===== config.mk =====
export PLATFORM = sky130hd
export DESIGN_NAME = fps_cell
export DESIGN_NICKNAME = d
export VERILOG_FILES = /design/src/hdl/fraction_precision_shrink_core_assert.svh /design/src/hdl/fps_pkg.sv /design/src/hdl/fps_cell.sv
export SDC_FILE = /design/constraint.sdc
export NUM_CORES = 1
export LEC_CHECK = 0
export BUFFER_PORTS_ARGS = -buffer_cell sky130_fd_sc_hd__buf_4
export CORE_AREA = 2 2 256 258
export DETAILED_ROUTE_END_ITERATION = 8
export DIE_AREA = 0 0 258 260
export GPL_ROUTABILITY_DRIVEN = 0
export PLACE_DENSITY = 0.56
export RECOVER_POWER = 50
export SYNTH_ARGS = -nofsm -noshare
export SYNTH_HDL_FRONTEND = slang
export SYNTH_SLANG_ARGS = --single-unit

===== constraint.sdc =====
create_clock -name clk -period 3.75 [get_ports clk]
set_input_delay 0.5625 -clock clk [delete_from_list [all_inputs] [get_ports clk]]
set_output_delay 0.5625 -clock clk [all_outputs]
set_load 0.02 [all_outputs]

===== src/hdl/fraction_precision_shrink_core_assert.svh =====
// Assertion macros shared by the fraction precision shrink RTL.
`ifndef FRACTION_PRECISION_SHRINK_CORE_ASSERT_SVH
`define FRACTION_PRECISION_SHRINK_CORE_ASSERT_SVH

// Same-cycle implication, checked outside reset.
`define FPS_ASSERT_NOW(label, ante, cons) \
  label: assert property (@(posedge clk) disable iff (rst) (ante) |-> (cons)) \
    else $error("fps assertion failed");

// Next-cycle implication, checked outside reset.
`define FPS_ASSERT_NEXT(label, ante, cons) \
  label: assert property (@(posedge clk) disable iff (rst) (ante) |=> (cons)) \
    else $error("fps assertion failed");

`endif


===== src/hdl/fps_pkg.sv =====
// ----------------------------------------------------------------------------
// fps_pkg
// Types, constants and helper functions of the fraction precision shrink core.
// ----------------------------------------------------------------------------
package fps_pkg;

  localparam int DATA_W = 64;
  localparam int BLEN_W = 7;
  localparam int CELLS = DATA_W;

  localparam logic signed [7:0] SHRINK_SPAN = 8'sd24;
  // Any magnitude bit at position 31 or above means a bit length of 32 or more.
  localparam logic [BLEN_W-1:0] HIGH_BITLEN = 7'd32;
  localparam logic [3:0] TOP_NIBBLE = 4'd15;
  localparam logic [3:0] BASE_NIBBLE = 4'd7;

  typedef struct packed {
    logic [DATA_W-1:0] numerator;
    logic [DATA_W-1:0] denominator;
  } fps_in_t;

  typedef struct packed {
    logic [DATA_W-1:0] new_numerator;
    logic [DATA_W-1:0] new_denominator;
    logic              divide_fault;
  } fps_out_t;

  typedef struct packed {
    logic [DATA_W-1:0] res_n;
    logic [DATA_W-1:0] res_d;
    logic              fault;
    logic              use_q;
    logic              q_to_num;
    logic              neg;
  } meta_t;

  typedef struct packed {
    logic              valid;
    logic [DATA_W-1:0] rem;
    logic [DATA_W-1:0] dq;
    logic [DATA_W-1:0] dv;
    meta_t             meta;
  } cell_t;

  function automatic logic [DATA_W-1:0] with_sign(input logic [DATA_W-1:0] mag,
                                                  input logic neg);
    with_sign = neg ? (DATA_W'(0) - mag) : mag;
  endfunction

  function automatic logic [BLEN_W-1:0] bit_length(input logic [DATA_W-1:0] x);
    logic [BLEN_W-1:0] r;
    r = '0;
    for (int i = 0; i < DATA_W; i++) begin
      if (x[i]) r = BLEN_W'(i + 1);
    end
    bit_length = r;
  endfunction

endpackage


===== src/hdl/fps_cell.sv =====
// ----------------------------------------------------------------------------
// fps_cell
// One restoring-division step: develops one quotient bit and passes it on.
// ----------------------------------------------------------------------------
module fps_cell import fps_pkg::*; (
  input  logic  clk,
  input  logic  rst,
  input  logic  en,
  input  cell_t cin,
  output cell_t cout
);

  logic [DATA_W:0]   shifted;
  logic [DATA_W+1:0] diff;
  logic              ge;

  always_comb begin
    shifted = {cin.rem, cin.dq[DATA_W-1]};
    diff    = {1'b0, shifted} - {2'b00, cin.dv};
    ge      = !diff[DATA_W+1];
  end

  always_ff @(posedge clk) begin
    if (rst) begin
      cout.valid <= 1'b0;
    end else if (en) begin
      cout.valid <= cin.valid;
    end
    if (en) begin
      // The remainder stays below the divisor, so it fits in DATA_W bits.
      cout.rem  <= ge ? diff[DATA_W-1:0] : shifted[DATA_W-1:0];
      cout.dq   <= {cin.dq[DATA_W-2:0], ge};
      cout.dv   <= cin.dv;
      cout.meta <= cin.meta;
    end
  end

endmodule


* Word level (Yosys, flattened, before mapping)
Cells that the tools add are included.
Storage, ports and cells: register bits after elaboration 325, bits in latches 0, memory bits (writable) 0, memory bits (read-only) 0, output and inout port bits 325, memories 0
Operators by class: $add $sub $neg 1, multipliers 0, divide/modulo/power cells 0, order comparisons 0, equal/unequal tests 0, shift-type cells 0, multiplexer cells 1, bitwise operators 0, reduce and logical (&&, ||, !) cells 1
Operators with widths (number):
- 65-bit by 64-bit subtractor with 66-bit output | 1
- 64-bit two-way mux | 1
- 1-bit zero test | 1

* Logic depth before layout (Yosys ltp)
word-level depth 2, mapped depth 14, depth with buffers taken out 14

* Least setup slack after synthesis
No wires, ideal clock.
kind input -> register, start point input cin[259] (netlist name), end point register cout[316] (netlist name) (data pin), arrival 3283 ps, setup slack 211 ps, stages on the path 14, buffers on the path 0, cell sequence inv_1 -> ha_1 -> inv_1 -> fa_1 -> a21o_1 -> a31oi_1 -> o22ai_1 -> o2111ai_1 -> a211oi_1 -> nor3_1 -> nor2_1 -> a41o_1 -> or4_1 -> a41o_1
On the way: word-level cells in the longest chain between the ends 2
RTL lines:
- from (decl) | RTL line fps_cell.sv:9 | input cell_t cin,
- 65-bit by 64-bit subtractor with 66-bit output | RTL line fps_cell.sv:19 | diff = {1'b0, shifted} - {2'b00, cin.dv};
- 64-bit two-way mux | RTL line fps_cell.sv:31 | cout.rem <= ge ? diff[DATA_W-1:0] : shifted[DATA_W-1:0];
- to (decl) | RTL line fps_cell.sv:10 | output cell_t cout
Every way passes these cells. A chain may end at the register's enable or synchronous reset.

* Final worst setup path
Same ends and word-level chain as after synthesis.

==> impl_metrics.csv <==
group,metric,value,unit
clock_tree,clkSinkCount,325,
place,dp_cells,2614,
critical_path,crit_slowest_cell,"or4_1",
clock_tree,clkTransAtPathRegs,0.06,ns
power_and_ir_drop,p_leak,9.210,nW
floorplanning,die_h,260,um
logic_synthesis,synthCells,1055,
clock_tree,cts_setup_buffers,0,
floorplanning,start_util,22.32,%
place,placed_area,20800,um^2
sta,tightest_slew,2.901,ns
critical_path,cp_num_buf_inv,3,
drt,wl_per_cell,23.98,um
floorplanning,coreArea,64120,um^2
drt,ant_nets,0,
grt,antenna_found_initial,23,
critical_path,cp.required,4.06,ns
grt,grt_pass1_wl,88.44,mm
grt,grt_pass1_vias,12020,
place,hpwl,53.18,mm
grt,met3_usage,7.076,%
sta,fmax,283.9,MHz
grt,grt_start_max_net_pins,94,
clock_tree,ctsResizeCount,0,
grt,grt_use_total,18.42,%
floorplanning,die_w,258,um
sta,slew_headroom,-93.74,%
drt,via_per_inst,4.398,
drt,vias,11830,
critical_path,cp_max_fo,2,
drt,totalWireLength,64.50,mm
layout,area_growth,52.31,%
critical_path,critPathCaptureType,"flip-flop",
sta,clock_skew,0,ns
layout,drive_gt1_share,40.48,%
critical_path,worstPathCellList,"buf_4 > inv_1 > ha_1 > inv_1 > fa_1 > a21o_1 > a31oi_1 > o22ai_1 > o2111ai_1 > a211oi_1 > nor3_1 > nor2_1 > a41o_1 > or4_1 > a41o_1",
logic_synthesis,synthFlopType,"edfxtp_1",
sta,setup_violations,0,
sta,timing.final.crit_share,93.92,%
grt,met1_usage,19.58,%
grt,gr-total-overflow,0,
sta,period_minus_slack,3.522,ns
layout,final-instance-count-excl-fill,2690,
drt,dr.pass1.iters,5,
sta,setup_slack,0.2278,ns
sta,fin_hold_ws,0.1620,ns
clock_tree,cts_tree,"built",
logic_synthesis,synth_area,14310,um^2
critical_path,crit_type,"in -> reg",
logic_synthesis,ys_ff_latch,325,
logic_synthesis,yosysUniqueCellTypes,65,
logic_synthesis,async_flop_share,0,%
logic_synthesis,syn_nets,1448,
clock_tree,clock_tree.root_cell,"clkbuf_16",
grt,grt_most_used_layer,"met2",
outcome,status,"finished, violations left",
layout,largest_reg_flops,325,
drt,drc,0,
layout,reg.largest.list,"cout x325",
clock_tree,ctsHtreeMaxLevel,2,
floorplanning,ioPinCount,653,
job,maxCapViolCount,1,
clock_tree,cts_buffers,40,
floorplanning,rows,93,
sta,slew_viol_final,54,
power_and_ir_drop,vdd_drop_max,0.0003061,V
place,numPortBuffers,652,
clock_tree,clockBufferDepth,3,
clock_tree,clk_latency,0.55,ns
grt,use_met2,33.44,%
layout,layout_common_cells,"463 x buf_4, 324 x edfxtp_1, 201 x clkbuf_4, 130 x a21oi_1, 92 x nor2_1",
clock_tree,ctsHoldBuffers,0,
logic_synthesis,ys_seq_area_share,68.12,%
critical_path,crit_family,"compound AO/OA/AOI/OAI gates",
logic_synthesis,yosysWarnings,0,
layout,postLayoutCellArea,21800,um^2
layout,top_register,"cout",
sta,rsz0062_at_grt,"false",
critical_path,arrival,3.84,ns
sta,hold_viol,0,
critical_path,critPathMaxStageDelay,0.41,ns
logic_synthesis,syn_area_per_cell,13.57,um^2
floorplanning,die-area,67080,um^2
logic_synthesis,synth-edff-count,324,
layout,fin_nets,2194,
place,place_ws,-0.3632,ns
drt,first_iter_violations,838,
critical_path,start_kind,"primary input",
outcome,violations,"max-capacitance violations, max-slew violations",
power_and_ir_drop,p_per_area,491.1,nW/um^2
layout,final_common_cell,"buf_4",
min_path,min_path_type,"in -> reg",
-- report_power, final --
part	internal [mW]	switching [mW]	leakage, nW
Clock	2.17	1.58	0.586
Combinational	1.02	1.41	5.44
Sequential	4.42	0.114	3.18
-- worst paths after layout --
| kind | startpoint | to | slack (ns) | cells past startpoint |
|---|---|---|---|---|
| worst min register to register | cout[324] | cout[324] | 0.51 | 2 |
| worst max-delay path | cin[259] | cout[316] | 0.23 | 15 |
| worst min-delay path | rst | cout[324] | 0.16 | 2 |
| worst max register to register | cout[324] | cout[324] | 3.12 | 2 |
-- cell families (layout without fill, tap and decap cells) --
| group | Yosys count | after routing | synth area share, % |
|---|---|---|---|
| AOI/OAI and AO/OA | 266 | 266 | 11.87 |
| xor gates and xnor gates | 57 | 57 | 3.488 |
| adders and majority gates | 65 | 65 | 5.735 |
| buffers and inverters | 109 | 882 | 3.025 |
| DFF | 325 | 325 | 68.12 |
| muxes | 12 | 12 | 0.9355 |
| other | 0 | 7 | 0 |
| and+or+nand+nor | 221 | 221 | 6.819 |
-- worst reg2reg max path, cell delays in order, from the launching register on --
cell and delay, ns:
dfxtp_1 0.33, mux2i_1 0.07, nor2_1 0.17
-- cell usage after synthesis, drive strengths merged, types with 11 or more instances --
master    n  area share [%]
a21o     23             1.2
a21oi   132             4.7
buf      15            0.56
edfxtp  324              68
ha       64             5.6
inv      86             2.3
mux2     11            0.87
nand2    67             1.8
nand3    13            0.45
nand4    12            0.52
nor2     92             2.4
o21ai    31             1.1
o21bai   14            0.73
xnor2    36             2.2
xor2     21             1.3
-- area by class of cell --
type | instances | area, um^2
multi-input combinational | 621 | 4129
antenna | 7 | 17.52
timing repair buffer | 727 | 5286
clock inverter | 19 | 183.9
tap | 855 | 1070
clock buffer | 50 | 1039
sequential | 325 | 9749
inverter | 86 | 322.8
fill | 6483 | 42320
-- metal layers --
metal	wire (um)	vias up
li1	-	5440
met1	22780	5744
met2	33480	520
met3	6132	99
met4	1932	28
met5	176	-
-- metrics by stage --
step / power [mW] / setup TNS, ns / util, %
2_1_floorplan: 5.723 / 0 / -
3_3_place_gp: 7.094 / -1.834 / 32.44
3_5_place_dp: 7.104 / -3.124 / 32.44
4_1_cts: 10.93 / 0 / 34.35
5_1_grt: 11.19 / 0 / 33.97
6_report: 10.71 / 0 / 34.00
(Power assumes the default switching activity.)
