## config.mk

```make
export PLATFORM = sky130hd
export DESIGN_NAME = fps_front
export DESIGN_NICKNAME = d
export VERILOG_FILES = /design/src/hdl/fraction_precision_shrink_core_assert.svh /design/src/hdl/fps_pkg.sv /design/src/hdl/fps_front.sv
export SDC_FILE = /design/constraint.sdc
export NUM_CORES = 1
export LEC_CHECK = 0
export BUFFER_PORTS_ARGS = -buffer_cell sky130_fd_sc_hd__buf_2
export CAP_MARGIN = 5
export CORE_AREA = 2 2 237 286
export CTS_BUF_LIST = sky130_fd_sc_hd__clkbuf_16
export CTS_CLUSTER_DIAMETER = 80
export DETAILED_ROUTE_END_ITERATION = 12
export DIE_AREA = 0 0 239 288
export PLACE_DENSITY = 0.7
export SLEW_MARGIN = 40
export SYNTH_ARGS = -nofsm -noshare
export SYNTH_HDL_FRONTEND = slang
export SYNTH_SLANG_ARGS = --single-unit
```

## constraint.sdc

```tcl
create_clock -name clk -period 26.3 [get_ports clk]
set_input_delay 2.63 -clock clk [delete_from_list [all_inputs] [get_ports clk]]
set_output_delay 2.63 -clock clk [all_outputs]
set_load 0.005 [all_outputs]
```

## src/hdl/fraction_precision_shrink_core_assert.svh

```systemverilog
// Assertion macros shared by the fraction precision shrink RTL.
`ifndef FRACTION_PRECISION_SHRINK_CORE_ASSERT_SVH
`define FRACTION_PRECISION_SHRINK_CORE_ASSERT_SVH

// Same-cycle implication, checked outside reset.
`define FPS_ASSERT_NOW(label, ante, cons) \
  label: assert property (@(posedge clk) disable iff (rst) (ante) |-> (cons)) \
    else $error("fps assertion failed");

// Next-cycle implication, checked outside reset.
`define FPS_ASSERT_NEXT(label, ante, cons) \
  label: assert property (@(posedge clk) disable iff (rst) (ante) |=> (cons)) \
    else $error("fps assertion failed");

`endif

```

## src/hdl/fps_pkg.sv

```systemverilog
// ----------------------------------------------------------------------------
// fps_pkg
// Types, constants and helper functions of the fraction precision shrink core.
// ----------------------------------------------------------------------------
package fps_pkg;

  localparam int DATA_W = 64;
  localparam int BLEN_W = 7;
  localparam int CELLS = DATA_W;

  localparam logic signed [7:0] SHRINK_SPAN = 8'sd24;
  // Any magnitude bit at position 31 or above means a bit length of 32 or more.
  localparam logic [BLEN_W-1:0] HIGH_BITLEN = 7'd32;
  localparam logic [3:0] TOP_NIBBLE = 4'd15;
  localparam logic [3:0] BASE_NIBBLE = 4'd7;

  typedef struct packed {
    logic [DATA_W-1:0] numerator;
    logic [DATA_W-1:0] denominator;
  } fps_in_t;

  typedef struct packed {
    logic [DATA_W-1:0] new_numerator;
    logic [DATA_W-1:0] new_denominator;
    logic              divide_fault;
  } fps_out_t;

  typedef struct packed {
    logic [DATA_W-1:0] res_n;
    logic [DATA_W-1:0] res_d;
    logic              fault;
    logic              use_q;
    logic              q_to_num;
    logic              neg;
  } meta_t;

  typedef struct packed {
    logic              valid;
    logic [DATA_W-1:0] rem;
    logic [DATA_W-1:0] dq;
    logic [DATA_W-1:0] dv;
    meta_t             meta;
  } cell_t;

  function automatic logic [DATA_W-1:0] with_sign(input logic [DATA_W-1:0] mag,
                                                  input logic neg);
    with_sign = neg ? (DATA_W'(0) - mag) : mag;
  endfunction

  function automatic logic [BLEN_W-1:0] bit_length(input logic [DATA_W-1:0] x);
    logic [BLEN_W-1:0] r;
    r = '0;
    for (int i = 0; i < DATA_W; i++) begin
      if (x[i]) r = BLEN_W'(i + 1);
    end
    bit_length = r;
  endfunction

endpackage

```

## src/hdl/fps_front.sv

```systemverilog
// ----------------------------------------------------------------------------
// fps_front
// Two input stages: magnitudes, then case decode and divider operand setup.
// ----------------------------------------------------------------------------
module fps_front import fps_pkg::*; (
  input  logic    clk,
  input  logic    rst,
  input  logic    en,
  input  logic    in_valid,
  input  fps_in_t in_data,
  output cell_t   cout
);

  logic              a_valid;
  logic [DATA_W-1:0] a_n;
  logic [DATA_W-1:0] a_d;
  logic [DATA_W-1:0] a_nraw;
  logic [DATA_W-1:0] a_draw;
  logic              a_nneg;
  logic              a_dneg;

  logic [BLEN_W-1:0] bln;
  logic [BLEN_W-1:0] bld;
  logic [BLEN_W-1:0] blo;
  logic signed [7:0] k;
  logic [3:0]        p;
  logic [6:0]        s;
  cell_t             cout_next;

  always_ff @(posedge clk) begin
    if (rst) begin
      a_valid <= 1'b0;
    end else if (en) begin
      a_valid <= in_valid;
    end
    if (en) begin
      a_nraw <= in_data.numerator;
      a_draw <= in_data.denominator;
      a_nneg <= in_data.numerator[DATA_W-1];
      a_dneg <= in_data.denominator[DATA_W-1];
      a_n    <= with_sign(in_data.numerator, in_data.numerator[DATA_W-1]);
      a_d    <= with_sign(in_data.denominator, in_data.denominator[DATA_W-1]);
    end
  end

  always_comb begin
    bln = bit_length(a_n);
    bld = bit_length(a_d);
    blo = bit_length(a_n | a_d);
    k   = $signed({1'b0, bln}) - $signed({1'b0, bld});
    // Nibble index is bit length / 4, clamped when bit 63 is set.
    p   = (blo[6:2] > {1'b0, TOP_NIBBLE}) ? TOP_NIBBLE : blo[5:2];
    s   = {1'b0, p - BASE_NIBBLE, 2'b00};

    cout_next                = '0;
    cout_next.valid          = a_valid;
    cout_next.dq             = a_n;
    cout_next.dv             = a_d;
    cout_next.meta.res_n     = a_nraw;
    cout_next.meta.res_d     = a_draw;
    cout_next.meta.neg       = a_nneg ^ a_dneg;

    if (k < -SHRINK_SPAN) begin
      if (a_n != '0) begin
        cout_next.meta.use_q = 1'b1;
        cout_next.dq         = a_d;
        cout_next.dv         = a_n;
      end else begin
        cout_next.meta.res_d = DATA_W'(1);
      end
    end else if (k > SHRINK_SPAN) begin
      if (a_d == '0) begin
        cout_next.meta.fault    = 1'b1;
      end else begin
        cout_next.meta.use_q    = 1'b1;
        cout_next.meta.q_to_num = 1'b1;
      end
    end else if (blo >= HIGH_BITLEN) begin
      cout_next.meta.res_n = with_sign(a_n >> s, a_nneg);
      cout_next.meta.res_d = with_sign(a_d >> s, a_dneg);
    end
  end

  always_ff @(posedge clk) begin
    if (rst) begin
      cout.valid <= 1'b0;
    end else if (en) begin
      cout.valid <= cout_next.valid;
    end
    if (en) begin
      cout.rem  <= cout_next.rem;
      cout.dq   <= cout_next.dq;
      cout.dv   <= cout_next.dv;
      cout.meta <= cout_next.meta;
    end
  end

endmodule

```

======== Word level (Yosys, flattened, before mapping) ========
Index checks and enable logic that the tools add are counted.
cells by class
  shift operators ......................... 2
  add/subtract/negate cells ............... 6
  muxes and demuxes ....................... 209
  bitwise logic cells ..................... 3
  reduce and logical (&&, ||, !) cells .... 3
  magnitude comparators ................... 4
operator list
  kind                                                  number
  two-way mux 7 bit                                     189
  two-way mux 128 bit                                   4
  two-way mux 64 bit                                    5
  subtractor 1 x 64 -> 64 bit (first input constant)    4
  right shift 64 x 6 -> 64 bit                          2
  two-way mux 63 bit                                    2
  zero test 64 bit                                      1
  OR 64 bit                                             1
  nonzero test 64 bit                                   1
  > comparator 8 x 6 -> 1 bit (second input constant)   1
  < comparator 8 x 6 -> 1 bit (second input constant)   1
  subtractor 7 x 7 -> 8 bit                             1
  >= comparator 7 x 6 -> 1 bit (second input constant)  1
  two-way mux 1 bit                                     6
  > comparator 5 x 4 -> 1 bit (second input constant)   1
  two-way mux 2 bit                                     2
  two-way mux 4 bit                                     1
  subtractor 4 x 3 -> 4 bit (second input constant)     1
  OR reduction 2 bit                                    1
  inverter 1 bit                                        1
  XOR 1 bit                                             1
word-level totals
  bits of input ports ..................... 132
  logic and storage cells ................. 245
  output and inout bits ................... 325
  bits in registers ....................... 520

======== Depth between registers and ports, before layout ========
Gate-level depths: netlist (run 1).
  depth after elaboration ................. 74
  gate-level depth with buffers ........... 36
  gate-level depth less buffers ........... 29

======== Worst setup path before layout (run 1) ========
OpenSTA, ideal clock, no wires.
  path kind ............................... reg2reg
  start point ............................. register a_d[35]
  end point ............................... register cout[52] (netlist name) (data pin)
  setup slack ............................. 16.837 ns
  data arrival time ....................... 9.198 ns
  buffers on the path ..................... 15
  cell stages (with the launch flop) ...... 34
  period minus slack after synthesis ...... 9.463 ns
  path through ............................ edfxtp_1 > buf_6 > or4_4 > or4_4 > or4_4 > buf_6 > o22ai_4 > inv_2 > buf_2 > buf_2 > buf_2 > buf_2 > clkbuf_1 > ha_1 > clkbuf_1 > buf_1 > clkbuf_1 > clkbuf_1 > clkbuf_1 > clkbuf_1 > buf_1 > o22a_1 > mux2i_1 > a221o_1 > inv_1 > ha_1 > inv_1 > a2111oi_2 > nand4_1 > or4b_1 > buf_2 > o41ai_1 > xnor2_1 > o21ai_1
RTL lines
  what                    RTL line         source
  start, declared         fps_front.sv:16  logic [DATA_W-1:0] a_d;
  start signal, assigned  fps_front.sv:42  a_d <= with_sign(in_data.denominator, in_data.denominator[DATA_W-1]);
  end, declared           fps_front.sv:11  output cell_t cout

==> reports/qor.csv, run 1 <==
metric;value;unit
worstPathMaxFanout;60;
gp_congestion;1.02;
detailedRoute.firstIterationViolations;3917;
grt_usage;34.9;%
synth_top_area_share;47.2;%
cts_buffer_depth;3;
hold_viol_final;0;
worst_r2r_endpoint;cout[54];
endpoint_kind;flop;
finalSetupViolCount;0;
crit_chain;or4_4 -> or4_4 -> or4_4 -> o22ai_4 -> buf_4 -> inv_2 -> ha_4 -> a21boi_1 -> buf_4 -> nor2_4 -> buf_4 -> nor2_1 -> buf_4 -> a221o_1 -> inv_1 -> ha_1 -> inv_1 -> a2111oi_2 -> nand4_1 -> or4b_1 -> nor4_1 -> mux2i_1 -> a221o_1;
cp_num_buf_inv;7;
cp.depth;23;
synth-edff-count;514;
max_freq;0.107;GHz
tightest_slew;895;ps
grt_max_degree;153;
finalPower;2.44;mW
root_buffer;clkbuf_16;
synth_top_area_cell;edfxtp_1;
grt_pass1_vias;26479;
antenna_left;0;
synth_seq_area_share;47.3;%
syn_to_final_growth;12.4;%
finalCriticalPeriod;9310;ps
critPathKind;reg -> reg;
crit_top_cell;buf_4;
drive_gt1_share;21.8;%
wl;124000;um
io_pins;457;
use_met2;58.8;%
clk_pin_slew_worst_paths;70;ps
via_per_inst;6.61;
fillCellCount;5856;
cp-endpoint;cout[54];
setup_ws;16990;ps
grt_overflow;0;
firstDrtPassIters;6;
grt_pass1_wl;177000;um
die_area;68800;sq um
path_delay_family;simple AND/OR/NAND/NOR gates;
worst_clock_skew;18.1;ps
cts_buffers;52;
cts.sinks;516;
slew_headroom;39.8;%
hpwl;90700;um
fp-row-count;104;
final.period_utilization;35.4;%
synthFlopType;edfxtp_1;
cp.arrival;9670;ps
ys_types;97;
maxCapViolCount;0;
rsz0062_at_grt;no;
nets;3527;
port_buffers;392;
synth_common_cells;edfxtp_1 (514), nand2_1 (358), o21ai_0 (288), clkbuf_1 (208), xnor2_1 (164);
initial_core_util;49.3;%
reg2reg_slack;16990;ps
die_h;288;um
synth_area_leaders;edfxtp_1 (47%), o21ai_0 (4.4%), xnor2_1 (4.4%);
leakagePower;13.3;nW
reg2reg_depth;23;
grt_busiest_layer;met2;
cts_tree;built;
startpoint;a_d[35];
min_path_type;reg -> reg;
die_w;239;um
ys_ff_latch;516;
hp-start;a_valid;
finalMaxSlewViolations;0;
grtUsageMet1;41.2;%
r2r_start;a_d[35];
synth_warnings;0;
cts_resized;0;
drt_drc_violations_left;0;
clock_latency;620;ps
antenna_found_initial;4;
coreArea;66400;sq um
via_count;28298;
synth_area;32700;sq um
start_kind;flop;
pre_cts_ws;17210;ps
synth_most_common_cell;edfxtp_1;
async_flop_share;0;%
htreeDepth;2;
worst_ir_drop_vdd;0.0468;mV
cts-hold-fix-buffers;0;
cp.required;26660;ps
grt_use_met3;5.01;%
post_cts_buffers;0;
post_drt_wl_per_cell;29.0;um
outcome;finished, final reports clean;
p_per_area;66.4;nW/um^2
postSynthAreaPerCell;10.4;sq um
synthCells;3147;
tns;0;ps
slowest_delay;850;ps
cp_slowest_cell;or4b_1;
stage by stage:
stage	cell area [sq um]	std cells	hold WS (ps)	util, %
6_report	36800	4278	503	55.4
5_1_grt	36800	4276	536	55.4
4_1_cts	36700	4273	505	55.4
3_5_place_dp	35000	4175	490	52.7
3_3_place_gp	34900	4172	477	52.5
2_1_floorplan	33000	3210	460	-
state kept, by name (all words and copies together), names as in the netlist:
| name | cells |
|---|---|
| a_draw | 63 |
| a_n | 64 |
| a_d | 64 |
| a_nraw | 63 |
| a_valid | 1 |
| cout | 261 |
layer usage:
metal | vias up | routed length, um
met5 | - | 13
met4 | 2 | 10000
met3 | 474 | 9630
met2 | 1772 | 60200
met1 | 13689 | 44300
li1 | 12361 | -
final cells by class:
class,count,area [sq um],share of cell area [%]
diodes,5,12.5,0.0340
clock inverters,45,407,1.11
well taps,848,1060,2.89
repair buffers,447,2480,6.75
multi-input cells,2301,15800,42.9
clock buffers,53,1330,3.61
inverters,63,236,0.643
flip-flops and latches,516,15500,42.1
cell usage in the layout (no fill, tap or decap), types with 13 or more instances in the layout:
cell,netlist,layout
buf_2,22,390
o31ai_1,74,74
nand4_1,16,16
and3_1,24,24
or2_2,21,21
nand2_1,358,356
a211oi_1,35,35
a221oi_1,29,28
a22oi_1,20,20
o221ai_1,16,16
mux2_2,111,111
nor4_1,57,55
or3_1,31,31
edfxtp_1,514,514
a221o_1,14,14
o41ai_1,39,38
or4_1,55,55
xor2_1,54,54
o21ai_0,288,286
a21o_1,20,18
conb_1,1,64
clkinv_1,1,13
clkbuf_16,0,53
mux2i_1,103,103
buf_4,68,46
a31oi_1,15,15
a21oi_1,109,105
nor2_1,149,147
o211ai_1,29,29
nand3_1,50,49
xnor2_1,164,164
a211o_1,14,14
nand2b_1,30,30
mux4_2,35,35
inv_1,61,64
nor3_1,68,67
report_power, final:
part           leakage, nW  internal [mW]  switching, mW  total (mW)
sequential            5.07           1.04          0.104        1.15
clock                0.849          0.429          0.340       0.768
combinational         7.34          0.202          0.325       0.528
total                 13.3           1.67          0.769        2.44
worst register-to-register path, delay by kind of cell (launching register included):
kind	cells	cell delay, ps
and+or+nand+nor	8	3870
AOI/OAI and AO/OA	5	1560
buffers and inverters	7	2360
muxes	1	120
DFF	1	560
adders and majority gates	2	570
cell families (layout without fill, tap and decap cells):
logic type	count (synthesis)	count (layout)	synth area share [%]
AND/OR/NAND/NOR	915	915	13.8
AO/OA/AOI/OAI	836	836	17.1
adder cells (fa/ha/maj)	14	14	0.558
multiplexers	254	254	9.78
XOR/XNOR	218	218	5.83
buffers and inverters	393	608	5.68
flip-flops	516	516	47.3
other	1	69	0.0115
how the worst min path moves through the flow:
stage / end / slack, ps / depth (start not counted)
finish: a_valid / 500 / 2
global route: cout[128] / 540 / 1
CTS: a_valid / 500 / 2
detailed placement: a_valid / 490 / 2
global placement: a_valid / 480 / 2
floorplan: a_valid / 460 / 2
Note: power is estimated with default switching activity, not from simulation.
==> run 2, diff against run 1 <==
PLACE_DENSITY = 0.73   (was 0.7)
clock period = 7.5 ns   (was 26.3 ns; I/O delays follow)
==> run 2 against run 1 <==
  * Clock power grew to 3.5 times the previous value
  * Die area stayed put
  * Clock-buffer cell count rose by 2
  * Power grew to 3.6 times the previous value
  * Flip-flop and latch count is the same
  * Maximum frequency is 31% higher
  * Via count grew 2.7%
==> reports/qor.csv, run 2 (same netlist as run 1, synthesis figures left out) <==
metric;value;unit;change
cts_tree;built;;unchanged
nets;3719;;was 3527
die_area;68800;sq um;unchanged
drive_gt1_share;26.0;%;was 21.8%
cp.required;7970;ps;was 26660 ps
cts_buffer_depth;3;;unchanged
antenna_left;0;;unchanged
htreeDepth;2;;unchanged
clock_latency;620;ps;about the same
top_regs;cout x261, a_d x64, a_n x64;;unchanged
cp.arrival;7570;ps;was 9670 ps
reg2reg_depth;18;;was 23
fillCellCount;5677;;was 5856
regArea;15500;sq um;unchanged
hold_viol_final;0;;unchanged
top_register;cout;;unchanged
antenna_found_initial;5;;was 4
finalMaxSlewViolations;0;;unchanged
layout_common_cells;edfxtp_1 (514), buf_2 (391), nand2_1 (357), o21ai_0 (285), buf_4 (226);;was edfxtp_1 (514), buf_2 (390), nand2_1 (356), o21ai_0 (286), xnor2_1 (164)
cts.sinks;516;;unchanged
cts_resized;0;;unchanged
worst_ir_drop_vdd;0.177;mV;was 0.0468 mV
largest_reg_flops;261;;unchanged
die_h;288;um;unchanged
rsz0062_at_grt;no;;unchanged
clk_pin_slew_worst_paths;60;ps;was 70 ps
final.period_utilization;94.8;%;was 35.4%
grt_max_degree;172;;was 153
io_pins;457;;unchanged
max_freq;0.141;GHz;was 0.107 GHz
outcome;finished, final reports clean;;unchanged
reg2reg_slack;390;ps;was 16990 ps
detailedRoute.firstIterationViolations;3992;;was 3917
wl;126000;um;was 124000 um
worstPathMaxFanout;66;;was 60
coreArea;66400;sq um;unchanged
worst_clock_skew;26.7;ps;was 18.1 ps
p_per_area;225;nW/um^2;was 66.4 nW/um^2
die_w;239;um;unchanged
critPathKind;reg -> reg;;unchanged
endpoint_kind;flop;;unchanged
syn_to_final_growth;17.6;%;was 12.4%
grt_pass1_vias;27387;;was 26479
gp_congestion;1.05;;was 1.02
post_drt_wl_per_cell;28.2;um;was 29.0 um
final_common_cell;edfxtp_1;;unchanged
slew_headroom;38.7;%;was 39.8%
drt_drc_violations_left;0;;unchanged
maxCapViolCount;0;;unchanged
via_per_inst;6.51;;was 6.61
firstDrtPassIters;6;;unchanged
multi_input_area;15900;sq um;was 15800 sq um
finalSetupViolCount;0;;unchanged
root_buffer;clkbuf_16;;unchanged
initial_core_util;49.3;%;unchanged
grt_overflow;0;;unchanged
start_kind;flop;;unchanged
tightest_slew;912;ps;was 895 ps
post_cts_buffers;0;;unchanged
fp-row-count;104;;unchanged
leakagePower;14.3;nW;was 13.3 nW
port_buffers;392;;unchanged
cts_buffers;54;;was 52
finalCriticalPeriod;7110;ps;was 9310 ps
finalPower;8.68;mW;was 2.44 mW
hpwl;94600;um;was 90700 um
min_path_type;in -> reg;;was reg -> reg
grt_pass1_wl;181000;um;was 177000 um
via_count;29073;;was 28298
grt_usage;35.6;%;was 34.9%
cts-hold-fix-buffers;0;;unchanged
tns;0;ps;unchanged
holdPathStages;2;;unchanged
## run 2: worst max-delay path, cell delays in order (launching register included)
cell       delay (ps)
edfxtp_1          520
nor4_1            740
nand2_1           280
nor2_1            150
o21ai_0            70
and3_1            230
o41ai_1           240
nand4_1           230
ha_4              430
buf_12            340
mux2_2            390
a2111oi_0         730
a221o_1           280
nand4bb_1         220
or4_1             670
or4_1             660
or3_1             370
a31o_2            260
o21ai_1           100
## run 2: final cells by class
type	count	area share [%]
Tap cell	848	2.76
Clock buffer	55	3.58
Multi-Input combinational cell	2301	41.3
Antenna cell	4	0.0260
Inverter	63	0.618
Clock inverter	43	0.985
Timing Repair Buffer	637	10.6
Sequential cell	516	40.2
## run 2: through the flow
stage / std cells / hold slack (ps) / instance area [sq um] / worst slack (ps) / util [%]
floorplan: 3210 / 460 / 33400 / 22.9 / -
global placement: 4361 / 472 / 36600 / 390 / 55.1
detailed placement: 4363 / 480 / 36600 / 574 / 55.2
CTS: 4461 / 273 / 38400 / 518 / 57.9
global route: 4466 / 300 / 38500 / 7.09 / 58.0
finish: 4467 / 295 / 38500 / 393 / 58.0
## run 2: worst paths after layout
check / from / endpoint
max: a_n[13] / cout[117]
min: rst / a_valid
max reg2reg: a_n[13] / cout[117]
min reg2reg: cout[324] / cout[324]
## run 2: report_power, final
| group | switching (mW) | leakage [nW] | internal, mW |
|---|---|---|---|
| Combinational | 1.32 | 8.34 | 0.826 |
| Sequential | 0.203 | 5.07 | 3.66 |
| Clock | 1.16 | 0.873 | 1.51 |
| Total | 2.68 | 14.3 | 5.99 |
## run 2: layer usage
layer	vias up	wire [um]	global-route usage [%]	share of wire (%)
met5	-	0	0	0
li1	12750	-	-	-
met1	14053	45200	43.0	36
met2	1821	61400	59.7	49
met4	0	9140	22.9	7.2
met3	449	10200	5.19	8.1
